===== config.mk =====
export PLATFORM = sky130hd
export DESIGN_NAME = hgbs_controller
export DESIGN_NICKNAME = d
export VERILOG_FILES = /design/src/hw/rtl/hgbs_pkg.sv /design/src/hw/rtl/hgbs_controller.sv
export VERILOG_INCLUDE_DIRS = /design/src /design/src/hw/rtl
export SDC_FILE = /design/constraint.sdc
export NUM_CORES = 1
export LEC_CHECK = 0
export BUFFER_PORTS_ARGS = -buffer_cell sky130_fd_sc_hd__buf_2
export CAP_MARGIN = 10
export CORE_MARGIN = 3
export CORE_UTILIZATION = 45
export CTS_BUF_LIST = sky130_fd_sc_hd__clkbuf_2
export DETAILED_ROUTE_END_ITERATION = 12
export PLACE_DENSITY = 0.68
export RECOVER_POWER = 25
export SLEW_MARGIN = 30
export SYNTH_ARGS = -nofsm -noshare
export SYNTH_HDL_FRONTEND = slang
export SYNTH_SLANG_ARGS = --single-unit

===== constraint.sdc =====
create_clock -name clock -period 4.2 [get_ports clock]
set_clock_uncertainty 0.15 [all_clocks]
set_input_delay 0.63 -clock clock [delete_from_list [all_inputs] [get_ports clock]]
set_output_delay 0.63 -clock clock [all_outputs]
set_load 0.01 [all_outputs]

===== src/hw/rtl/height_grid_bilinear_sampler_macros.svh =====
// assertion macros shared by the height grid sampler modules
// no dependencies; included by the files that carry concurrent assertions
`ifndef HEIGHT_GRID_BILINEAR_SAMPLER_MACROS_SVH
`define HEIGHT_GRID_BILINEAR_SAMPLER_MACROS_SVH

// same-cycle implication
`define HGBS_ASSERT_NOW(label, clk, rst, ante, cons, msg) \
   label: assert property (@(posedge clk) disable iff (rst) (ante) |-> (cons)) \
      else $error(msg);

// next-cycle implication
`define HGBS_ASSERT_NEXT(label, clk, rst, ante, cons, msg) \
   label: assert property (@(posedge clk) disable iff (rst) (ante) |=> (cons)) \
      else $error(msg);

`endif


===== src/hw/rtl/hgbs_pkg.sv =====
// types and constants for the height grid bilinear sampler
// no dependencies; used by the datapath, controller and top level
`default_nettype none

package hgbs_pkg;

   localparam int HEIGHT_W  = 16;
   localparam int COORD_W   = 16;
   localparam int IDX_W     = 17;  // linear cell index incl. neighbor offsets
   localparam int CSR_IDX_W = 8;

   // operation codes
   localparam logic [1:0] OP_WRITE  = 2'd0;
   localparam logic [1:0] OP_SAMPLE = 2'd1;
   localparam logic [1:0] OP_CLEAR  = 2'd2;

   // register indexes
   localparam logic [CSR_IDX_W-1:0] REG_MAP_WIDTH  = 8'd0;
   localparam logic [CSR_IDX_W-1:0] REG_MAP_HEIGHT = 8'd1;

   localparam logic [7:0] MAP_DIM_RESET = 8'd62;
   localparam logic [7:0] MAP_DIM_MAX   = 8'd254;

   // neighbor select for the grid memory address
   localparam logic [1:0] SEL_P0 = 2'd0;
   localparam logic [1:0] SEL_P1 = 2'd1;
   localparam logic [1:0] SEL_P2 = 2'd2;
   localparam logic [1:0] SEL_P3 = 2'd3;

   typedef struct packed {
      logic [1:0]                 operation;
      logic [COORD_W-1:0]         x_coord;
      logic [COORD_W-1:0]         y_coord;
      logic signed [HEIGHT_W-1:0] write_height;
   } req_type;

   typedef struct packed {
      logic signed [HEIGHT_W-1:0] sample_height;
      logic                       out_of_range;
      logic [7:0]                 dirty_min_x;
      logic [7:0]                 dirty_min_y;
      logic [7:0]                 dirty_max_x;
      logic [7:0]                 dirty_max_y;
      logic [15:0]                change_count;
   } rsp_type;

   typedef struct packed {
      logic       clear_wr;
      logic       capture;
      logic       calc_index;
      logic [1:0] rd_sel;
      logic       mac_first;
      logic       mac_second;
      logic       sum_first;
      logic       sum_second;
      logic       finish;
   } dp_cmd_type;

   typedef struct packed {
      logic clear_last;
      logic is_sample;
   } dp_sts_type;

endpackage

`default_nettype wire


===== src/hw/rtl/hgbs_controller.sv =====
// sequencer for the height grid sampler: clearing sweep, item handshake, read and blend steps
// depends on hgbs_pkg and height_grid_bilinear_sampler_macros.svh
`default_nettype none
`include "height_grid_bilinear_sampler_macros.svh"

module hgbs_controller (
   input  wire                       clock,
   input  wire                       reset,
   input  wire                       req_valid,
   output logic                      req_stall,
   output logic                      rsp_valid,
   input  wire                       rsp_stall,
   output hgbs_pkg::dp_cmd_type      cmd,
   input  wire hgbs_pkg::dp_sts_type sts
);

   typedef enum logic [9:0] {
      ST_CLEAR = 10'b0000000001,
      ST_IDLE  = 10'b0000000010,
      ST_INDEX = 10'b0000000100,
      ST_RD0   = 10'b0000001000,
      ST_RD1   = 10'b0000010000,
      ST_RD2   = 10'b0000100000,
      ST_RD3   = 10'b0001000000,
      ST_ROW   = 10'b0010000000,
      ST_SUM   = 10'b0100000000,
      ST_DONE  = 10'b1000000000
   } state_type;

   state_type state_ff, state_in;
   logic      rsp_valid_ff, rsp_valid_in;

   always_comb begin
      state_in  = state_ff;
      req_stall = 1'b1;
      cmd       = '0;
      cmd.rd_sel = hgbs_pkg::SEL_P0;
      case (state_ff)
         ST_CLEAR: begin
            cmd.clear_wr = 1'b1;
            if (sts.clear_last) state_in = ST_IDLE;
         end
         ST_IDLE: begin
            req_stall = 1'b0;
            if (req_valid) begin
               cmd.capture = 1'b1;
               state_in    = ST_INDEX;
            end
         end
         ST_INDEX: begin
            cmd.calc_index = 1'b1;
            state_in = sts.is_sample ? ST_RD0 : ST_DONE;
         end
         ST_RD0: begin
            state_in = ST_RD1;
         end
         ST_RD1: begin
            cmd.rd_sel    = hgbs_pkg::SEL_P1;
            cmd.mac_first = 1'b1;
            state_in      = ST_RD2;
         end
         ST_RD2: begin
            cmd.rd_sel     = hgbs_pkg::SEL_P2;
            cmd.mac_second = 1'b1;
            state_in       = ST_RD3;
         end
         ST_RD3: begin
            // top row goes to the second multiplier while the bottom row starts
            cmd.rd_sel    = hgbs_pkg::SEL_P3;
            cmd.mac_first = 1'b1;
            cmd.sum_first = 1'b1;
            state_in      = ST_ROW;
         end
         ST_ROW: begin
            cmd.mac_second = 1'b1;
            state_in       = ST_SUM;
         end
         ST_SUM: begin
            cmd.sum_second = 1'b1;
            state_in       = ST_DONE;
         end
         ST_DONE: begin
            // wait for the result register to free up
            if (!rsp_valid_ff || !rsp_stall) begin
               cmd.finish = 1'b1;
               state_in   = ST_IDLE;
            end
         end
         default: begin
            state_in = ST_IDLE;
         end
      endcase
   end

   always_comb begin
      if (cmd.finish) begin
         rsp_valid_in = 1'b1;
      end else begin
         rsp_valid_in = rsp_valid_ff && rsp_stall;
      end
   end

   always_ff @(posedge clock) begin
      if (reset) begin
         state_ff     <= ST_CLEAR;
         rsp_valid_ff <= 1'b0;
      end else begin
         state_ff     <= state_in;
         rsp_valid_ff <= rsp_valid_in;
      end
   end

   assign rsp_valid = rsp_valid_ff;

   `HGBS_ASSERT_NEXT(a_accept_to_index, clock, reset, req_valid && !req_stall, state_ff == ST_INDEX, "accepted item did not move to index step")
   `HGBS_ASSERT_NOW(a_rsp_from_done, clock, reset, $rose(rsp_valid_ff), $past(state_ff == ST_DONE), "result appeared outside the finish step")
   `HGBS_ASSERT_NEXT(a_done_holds, clock, reset, state_ff == ST_DONE && rsp_valid_ff && rsp_stall, state_ff == ST_DONE && rsp_valid_ff, "finish step overran a held result")
   `HGBS_ASSERT_NEXT(a_sweep_continues, clock, reset, state_ff == ST_CLEAR && !sts.clear_last, state_ff == ST_CLEAR, "clearing sweep left early")

endmodule

`default_nettype wire


After elaboration in Yosys (flattened, before gate mapping)

Cells that the tools add are included.

Register bits after elaboration: 11
Bits of input ports: 6
Output and inout port bits: 12
Logic and storage cells: 40

Equality and inequality tests: 13
Multiplexer cells: 18
Reductions and logical operators: 7

Operators by type and width:

| cell                                                 | count |
|---|---|
| case mux 10 bit (10 select lines)                    | 1 |
| 2-to-1 mux 10 bit                                    | 4 |
| 2-to-1 mux 1 bit                                     | 12 |
| equality test 10 x 1 -> 1 bit, second input constant | 1 |
| equality test 10 bit, second input constant          | 1 |
| equality test 10 x 2 -> 1 bit, second input constant | 1 |
| equality test 10 x 3 -> 1 bit, second input constant | 1 |
| equality test 10 x 4 -> 1 bit, second input constant | 1 |
| equality test 10 x 5 -> 1 bit, second input constant | 1 |
| equality test 10 x 6 -> 1 bit, second input constant | 1 |
| equality test 10 x 7 -> 1 bit, second input constant | 1 |
| equality test 10 x 8 -> 1 bit, second input constant | 1 |
| equality test 10 x 9 -> 1 bit, second input constant | 1 |
| != test 2 bit, second input constant                 | 3 |
| case mux 2 bit (3 select lines)                      | 1 |
| OR reduction 2 bit                                   | 2 |
| AND reduction 3 bit                                  | 1 |
| logical NOT 1 bit                                    | 2 |
| logical AND 1 bit                                    | 1 |
| logical OR 1 bit                                     | 1 |

Depth between registers and ports, before layout

Gate-level depths: netlist of run 1.

Depth in word-level cells: 5
Depth in mapped cells: 5
Depth with buffers taken out: 4

Worst setup path before layout of run 1

OpenSTA, ideal clock, no wires.

Path kind: register to output
Start: reg state_ff[0]
End: out cmd[3] (netlist name)
Data arrival time: 1.347 ns
Slack: 2.073 ns
Cell stages (with the launch flop): 4
Path buffers: 0
Cell sequence: dfxtp_1 > nor4_4 > nand2_1 > nor4_1

RTL lines:

| item                   | line                   | text |
|---|---|---|
| start, declared        | hgbs_controller.sv:30  | `state_type state_ff, state_in;` |
| start signal, assigned | hgbs_controller.sv:108 | `state_ff <= state_in;` |
| end, declared          | hgbs_controller.sv:13  | `output hgbs_pkg::dp_cmd_type cmd,` |

==> flow_summary_export.csv, run 1 <==
group,metric,value,unit
clock_network,cts_made_buffers,3,
yosys,ys_async_sr_fraction,0,%
global_route,grt_pass1_vias,565,
floorplanning,start_util,48.6,%
yosys,synth_top_area_share,29.7,%
floorplanning,num_rows,14,
global_route,grt.total_usage,15.5,%
clock_network,post_cts_buffers,0,
yosys,yosysMostFrequentCell,"dfxtp_1",
power_and_ir_drop,p_seq_share,56.3,%
power_and_ir_drop,p_leak,0.341,nW
layout,diodes,0,
power_and_ir_drop,clkPwrFrac,29.5,%
sta,max_freq,348,MHz
outcome,status,"finished clean",
layout,fin_util,53.8,%
power_and_ir_drop,switching_share,27.9,%
power_and_ir_drop,max-vdd-ir-drop,0.000117,V
sta,finalSetupViolations,0,
detailed_routing,wl_per_cell,12.8,um
global_route,grt_remaining_overflow,0,
layout,fin_nets,107,
run,drv_cap,0,
global_route,grt_start_max_net_pins,13,
place,place_congestion,0.784,
detailed_routing,drc,0,
layout,final_cells,116,
setup_path,worstSetupStartpointType,"register",
floorplanning,dieArea,2170,um2
yosys,synth_edf_count,0,
yosys,synth_cell_types,35,
clock_network,cts_hold_buf,0,
power_and_ir_drop,p_int,0.142,mW
setup_path,path_class,"reg -> out",
setup_path,worst_ep_required_time,3.42,ns
place,dp_hpwl,1130,um
sta,setup_tns,0,ns
clock_network,cts_tree,"done",
clock_network,root_buffer,"clkbuf_2",
detailed_routing,ant_nets,0,
clock_network,postCtsResizedCells,0,
layout,drive_above_1_share,26.0,%
sta,timing.final.crit_share,68.5,%
sta,post-route-min-period,2.88,ns
yosys,ys_warn_count,0,
min_path,hp-class,"reg -> reg",
yosys,synth_cells,84,
global_route,grt_pass1_wl,2380,um
place,dpl.cell_count,112,
detailed_routing,vias,669,
yosys,ys_seq_area_share,29.7,%
yosys,syn_nets,90,
clock_network,insertion_delay,0.26,ns
yosys,ys_seq_elements,11,
detailed_routing,finalWirelength,1490,um
sta,slew_headroom,46.7,%
clock_network,htreeDepth,1,
detailed_routing,drt_pre_antenna_iters,4,
power_and_ir_drop,combPwrFrac,14.1,%
yosys,synth_common_cells,"dfxtp_1, nor2_1, nor3b_1, nor4_1",
power_and_ir_drop,power.switching,0.0548,mW
setup_path,worstPathMaxFanout,12,
clock_network,cts_sinks,11,
floorplanning,die_h,46.6,um
yosys,netlist_area,741,um2
floorplanning,core_area,1520,um2
place,portBuffers,17,
sta,final-max-slew-violation-count,0,
setup_path,cp.arrival,2.10,ns
global_route,antenna_found_initial,0,
sta,rsz0062_at_grt,"false",
yosys,synthFlopType,"dfxtp_1",
floorplanning,fp.dieW,46.6,um
yosys,yosys.area.top_type,"dfxtp_1",
yosys,synth.area.top_cells,"dfxtp_1, nor4_4, nor3b_1, nor4_1, nor2_1",
sta,final-hold-violation-count,0,
clock_network,clock_path_buffers,2,
yosys,syn_area_per_cell,8.82,um2
detailed_routing,via_per_inst,5.77,
detailed_routing,drtIter0Drc,9,
floorplanning,pin_count,18,
sta,max_slew.worst_pin.slew,0.792,ns
layout,area_growth,10.6,%
clock_network,clkTransAtPathRegs,0.13,ns
setup_path,end_kind,"primary output",
power_and_ir_drop,powerDensity,240,nW/um2
-- critical path: stages, from the launching register on --
cell and delay (ns):
dfxtp_1 0.45, nor4_1 0.74, and3_1 0.33, and3_1 0.18, buf_2 0.13
-- flip-flops by register name, indices dropped and copies added, names as in the netlist --
| signal | cells |
|---|---|
| state_ff | 10 |
| rsp_valid | 1 |
-- through the flow --
step                total power [mW]  hold WS (ns)  worst slack [ns]  cell area (um2)
finish                         0.197         0.420              1.32              820
global placement               0.141         0.394              1.93              816
floorplan                      0.132         0.369              2.07              741
detailed placement             0.141         0.405              1.92              816
CTS                            0.198         0.419              1.60              836
global route                   0.205         0.436              1.17              820
-- power groups by stage --
stage / clock (mW) / sequential [mW] / combinational (mW)
after floorplan: 0 / 0.112 / 0.0196
after global placement: 0 / 0.113 / 0.0281
after detailed placement: 0 / 0.113 / 0.0280
after CTS: 0.0596 / 0.111 / 0.0281
after global routing: 0.0624 / 0.111 / 0.0310
final: 0.0580 / 0.111 / 0.0278
-- cell usage in the layout (no fill, tap or decap), drive strengths merged --
cell	count
or2	2
nor4bb	1
nand3	1
buf	16
nor2b	2
nand2	4
o2111ai	1
a31oi	1
o211a	1
nand2b	4
clkinv	1
nor4	8
clkbuf	4
xnor2	3
nand4b	1
o2111a	1
or4	1
o21ai	1
a22oi	1
o211ai	1
nor2	7
nor4b	1
and2	2
inv	1
a21o	1
nor3b	5
nand3b	2
and3	4
xor2	1
nor3	4
and4	2
a21oi	3
dfxtp	11
and3b	1
-- area by class of cell --
| type | count | area [um2] |
|---|---|---|
| Fill cell | 141 | 704 |
| Clock inverter | 1 | 5.00 |
| Sequential cell | 11 | 220 |
| Clock buffer | 3 | 15.0 |
| Multi-Input combinational cell | 67 | 472 |
| Tap cell | 16 | 20.0 |
| Timing Repair Buffer | 17 | 83.8 |
| Inverter | 1 | 3.75 |
-- cells by family after synthesis --
logic type / count (synthesis) / share of synthesized area, %
AOI/OAI and AO/OA: 11 / 10.6
DFF: 11 / 29.7
buffers and inverters: 6 / 4.56
xor gates and xnor gates: 4 / 4.73
and+or+nand+nor: 52 / 50.3
-- final timing paths --
path | to | slack [ns] | startpoint | depth (start not counted)
min | rsp_valid$_SDFF_PP0_ | 0.42 | rsp_valid$_SDFF_PP0_ | 2
min reg2reg | rsp_valid$_SDFF_PP0_ | 0.42 | rsp_valid$_SDFF_PP0_ | 2
max reg2reg | state_ff[5]$_SDFFE_PP0P_ | 1.99 | state_ff[5]$_SDFFE_PP0P_ | 4
max | cmd[8] | 1.32 | state_ff[5]$_SDFFE_PP0P_ | 4
-- metal layers --
metal  vias up  routed length, um  global-route usage (%)
met5         -                  0                       0
met4         0                 18                    8.52
met3         2                 89                    3.52
met2        19                690                    24.2
met1       297                690                    19.4
li1        351                  -                       -
No activity file was read; power rests on OpenSTA's default activity.
==> run 2, diff against run 1 <==
clock period = 2.65 ns   (was 4.2 ns; I/O delays follow)
==> run 2 against run 1 <==
  * Combinational power is 58% higher
  * Clock-buffer cell count stayed put
  * First-iteration DRC count is 33% higher
  * Via count stayed put
  * Setup slack worse by 1.1 ns
  * Die area stayed put
  * Sequential power is 58% higher
  * Cell area is 1.4% higher
  * Utilization is 0.74 points higher
  * Power is 59% higher
  * Non-clock buffer count stayed put
==> flow_summary_export.csv, run 2 (synthesis gave the netlist of run 1 again) <==
group,metric,value,unit
sta,post-route-min-period,2.42,ns
min_path,hp-class,"in -> reg",
detailed_routing,drt_pre_antenna_iters,4,
setup_path,critPathTopFamily,"simple AND/OR/NAND/NOR gates",
layout,largest_reg_flops,10,
global_route,grt_pass1_vias,565,
setup_path,r2r_slack,0.75,ns
clock_network,htreeDepth,1,
layout,area_growth,12.2,%
global_route,grt_pass1_wl,2380,um
setup_path,worstSetupStartpointType,"register",
sta,max_slew.worst_pin.slew,0.481,ns
detailed_routing,finalWirelength,1500,um
global_route,grt_start_max_net_pins,13,
power_and_ir_drop,max-vdd-ir-drop,0.000186,V
setup_path,worstPathMaxFanout,12,
power_and_ir_drop,powerDensity,375,nW/um2
sta,final-hold-violation-count,0,
clock_network,clock_path_buffers,2,
clock_network,postCtsResizedCells,0,
min_path,min-delay-start,"sts[0]",
setup_path,end_kind,"primary output",
global_route,grt.total_usage,15.5,%
floorplanning,start_util,48.6,%
place,portBuffers,17,
layout,fin_util,54.5,%
floorplanning,num_rows,14,
setup_path,slowest_delay,0.65,ns
min_path,min_to,"state_ff[3]$_SDFFE_PP0P_",
sta,slew_headroom,67.9,%
place,dp_hpwl,1130,um
floorplanning,dieArea,2170,um2
clock_network,clkTransAtPathRegs,0.13,ns
detailed_routing,ant_nets,0,
clock_network,root_buffer,"clkbuf_2",
clock_network,cts_tree,"done",
setup_path,path_cells,"or4_1, nor4_4, buf_2",
layout,final_cell_mix,"buf_2, dfxtp_1, nor2_1",
sta,timing.final.crit_share,91.2,%
clock_network,insertion_delay,0.27,ns
detailed_routing,wl_per_cell,12.9,um
sta,hold_ws,0.206,ns
place,place_congestion,0.784,
clock_network,cts_made_buffers,3,
detailed_routing,drc,0,
detailed_routing,drtIter0Drc,12,
setup_path,path_class,"reg -> out",
sta,final-max-slew-violation-count,0,
floorplanning,pin_count,18,
sta,max_freq,414,MHz
setup_path,cp.arrival,1.87,ns
layout,drive_above_1_share,26.0,%
sta,finalSetupViolations,0,
sta,rsz0062_at_grt,"false",
floorplanning,core_area,1520,um2
layout,layout.cells.most_common,"buf_2",
detailed_routing,vias,669,
clock_network,cts_hold_buf,0,
setup_path,path_buf_inv,1,
setup_path,reg2reg_depth,4,
clock_network,cts_sinks,11,
global_route,grt_remaining_overflow,0,
run,drv_cap,0,
sta,setup_tns,0,ns
setup_path,reg2reg_to,"state_ff[9]$_SDFFE_PP0P_",
floorplanning,die_h,46.6,um
floorplanning,fp.dieW,46.6,um
global_route,antenna_found_initial,0,
setup_path,worst_ep_required_time,2.10,ns
outcome,status,"finished clean",
detailed_routing,via_per_inst,5.77,
setup_path,crit_slowest_cell,"or4_1",
layout,fin_nets,107,
setup_path,rr_startpoint,"state_ff[5]$_SDFFE_PP0P_",
min_path,min_path_cells,2,
power_and_ir_drop,p_leak,0.350,nW
layout,top_register,"state_ff",
layout,diodes,0,
clock_network,post_cts_buffers,0,
run 2: power by group:
| group | switching (mW) | leakage, nW | internal, mW | total, mW |
|---|---|---|---|---|
| registers | 0.00673 | 0.0893 | 0.169 | 0.175 |
| clock network | 0.0580 | 0.0164 | 0.0342 | 0.0922 |
| logic | 0.0224 | 0.244 | 0.0217 | 0.0440 |
run 2: layer usage:
layer	global-route usage, %	vias to the layer above	share of wire, %
met5	0	-	0
met4	8.52	0	1.2
met3	3.52	2	3.7
met2	24.2	14	47
met1	19.4	304	48
li1	-	349	-
run 2: how the worst max path moves through the flow:
stage | start | to | slack, ns | cells past startpoint
after floorplan | state_ff[0]$_SDFFE_PP1P_ | cmd[3] | 0.76 | 3
after global placement | state_ff[5]$_SDFFE_PP0P_ | cmd[7] | 0.61 | 3
after detailed placement | state_ff[4]$_SDFFE_PP0P_ | cmd[7] | 0.60 | 3
after CTS | state_ff[4]$_SDFFE_PP0P_ | cmd[7] | 0.28 | 3
after global routing | state_ff[5]$_SDFFE_PP0P_ | cmd[7] | 0.09 | 3
final | state_ff[5]$_SDFFE_PP0P_ | cmd[7] | 0.23 | 3
run 2: area by class of cell:
class / count / area [um2]
flip-flops and latches: 11 / 220
fillers: 139 / 693
inverters: 1 / 3.75
clock inverters: 1 / 5.00
well taps: 16 / 20.0
clock buffers: 3 / 15.0
repair buffers: 17 / 83.8
multi-input cells: 67 / 483
run 2: per-stage QoR:
| step | setup slack, ns | area, um2 | cells | power (mW) |
|---|---|---|---|---|
| after floorplan | 0.755 | 741 | 84 | 0.209 |
| after global placement | 0.610 | 816 | 112 | 0.223 |
| after detailed placement | 0.604 | 816 | 112 | 0.224 |
| after CTS | 0.280 | 836 | 116 | 0.314 |
| after global routing | 0.0944 | 831 | 116 | 0.325 |
| final | 0.234 | 831 | 116 | 0.312 |
==> run 3, diff against run 2 <==
PLACE_DENSITY = 0.76   (was 0.68)
==> run 3 against run 2 <==
  * First-iteration DRC count increased by 17%
  * Critical path type unchanged
  * Setup slack improved by 0.053 ns
  * Sequential share of layout area decreased by 0.12 points
  * Global-route usage increased by 1.8 points
  * Highest routed layer unchanged
  * Critical endpoint unchanged
  * Worst hold slack improved by 0.0018 ns
  * Sequential power about the same
  * Clock power increased by 3.0%
==> flow_summary_export.csv, run 3 (synthesis gave the netlist of run 1 again) <==
group,metric,value,unit
outcome,status,"finished clean",
place,place_area,816,um2
floorplanning,core_area,1520,um2
setup_path,worstSetupStartpointType,"register",
power_and_ir_drop,p_leak,0.350,nW
place,portBuffers,17,
power_and_ir_drop,max-vdd-ir-drop,0.000293,V
detailed_routing,wl_per_cell,13.7,um
sta,final-max-slew-violation-count,0,
layout,diodes,0,
layout,largest_reg_flops,10,
detailed_routing,drtIter0Drc,14,
min_path,min_path_cells,2,
run,drv_cap,0,
clock_network,insertion_delay,0.26,ns
min_path,min_to,"rsp_valid$_SDFF_PP0_",
clock_network,cts_sinks,11,
floorplanning,num_rows,14,
clock_network,clkTransAtPathRegs,0.11,ns
setup_path,r2r_slack,0.80,ns
layout,top_register,"state_ff",
global_route,grt_pass1_vias,605,
clock_network,postCtsResizedCells,0,
sta,timing.final.crit_share,89.2,%
global_route,antenna_found_initial,0,
detailed_routing,drt_pre_antenna_iters,4,
setup_path,rr_startpoint,"state_ff[4]$_SDFFE_PP0P_",
detailed_routing,vias,679,
place,place_congestion,0.761,
setup_path,worst_ep_required_time,2.10,ns
layout,area_growth,12.7,%
global_route,grt_start_max_net_pins,13,
detailed_routing,finalWirelength,1590,um
min_path,hp-class,"in -> reg",
layout,drive_above_1_share,27.0,%
floorplanning,dieArea,2170,um2
global_route,grt.total_usage,17.3,%
power_and_ir_drop,powerDensity,377,nW/um2
sta,setup_tns,0,ns
sta,final-hold-violation-count,0,
detailed_routing,drc,0,
min_path,min-delay-start,"reset",
floorplanning,die_h,46.6,um
floorplanning,pin_count,18,
floorplanning,start_util,48.6,%
setup_path,worstSetupStartpoint,"state_ff[4]$_SDFFE_PP0P_",
sta,finalSetupViolations,0,
global_route,grt_pass1_wl,2670,um
setup_path,cp.arrival,1.82,ns
clock_network,post_cts_buffers,0,
sta,max_freq,423,MHz
sta,post-route-min-period,2.36,ns
place,preCtsSetupSlack,0.582,ns
global_route,grt_remaining_overflow,0,
sta,slew_headroom,68.6,%
setup_path,end_kind,"primary output",
detailed_routing,via_per_inst,5.85,
clock_network,root_buffer,"clkbuf_2",
floorplanning,fp.dieW,46.6,um
layout,layout.cells.most_common,"buf_2",
place,dp_hpwl,1240,um
detailed_routing,ant_nets,0,
layout,fin_area,835,um2
clock_network,clock_path_buffers,2,
layout,fin_nets,107,
setup_path,worstPathMaxFanout,11,
layout,final_cell_mix,"buf_2, dfxtp_1, nor2_1",
clock_network,cts_hold_buf,0,
clock_network,cts_tree,"done",
clock_network,htreeDepth,1,
setup_path,reg2reg_depth,4,
sta,rsz0062_at_grt,"false",
sta,fin_ws,0.287,ns
clock_network,cts_made_buffers,3,
setup_path,reg2reg_to,"state_ff[6]$_SDFFE_PP0P_",
setup_path,path_class,"reg -> out",
sta,max_slew.worst_pin.slew,0.470,ns
-- run 3: stage by stage --
stage / instances / utilization, % / total power [mW] / hold slack [ns]
after floorplan: 84 / - / 0.209 / 0.317
after global placement: 112 / 53.5 / 0.222 / 0.410
after detailed placement: 112 / 53.5 / 0.224 / 0.408
after CTS: 116 / 54.8 / 0.319 / 0.196
after global routing: 116 / 54.8 / 0.337 / 0.189
final: 116 / 54.8 / 0.315 / 0.208
-- run 3: layout make-up --
cell class	instances	area [um2]
Fill cell	145	689
Multi-Input combinational cell	67	487
Sequential cell	11	220
Timing Repair Buffer	17	83.8
Clock buffer	4	20.0
Tap cell	16	20.0
Inverter	1	3.75
-- run 3: how the worst max path moves through the flow --
stage	endpoint	slack, ns
after floorplan	cmd[3]	0.76
after global placement	cmd[7]	0.61
after detailed placement	cmd[7]	0.58
after CTS	cmd[7]	0.27
after global routing	cmd[5]	0.14
final	cmd[7]	0.29
-- run 3: worst max-delay path, cell delays in order, from the launching register on --
cell	delay [ns]
dfxtp_1	0.45
or4_4	0.62
nor4_4	0.30
buf_2	0.18
-- run 3: power by group --
group,internal [mW],total [mW],switching (mW)
Sequential,0.169,0.176,0.00702
Combinational,0.0217,0.0443,0.0226
Clock,0.0401,0.0950,0.0550
-- run 3: metal layers --
layer / up-vias / part of all wire (%) / global-route usage, %
li1: 347 / - / -
met1: 314 / 47 / 21.4
met2: 16 / 48 / 28.6
met3: 2 / 4.5 / 3.91
met4: 0 / 0.76 / 6.82
met5: - / 0 / 0
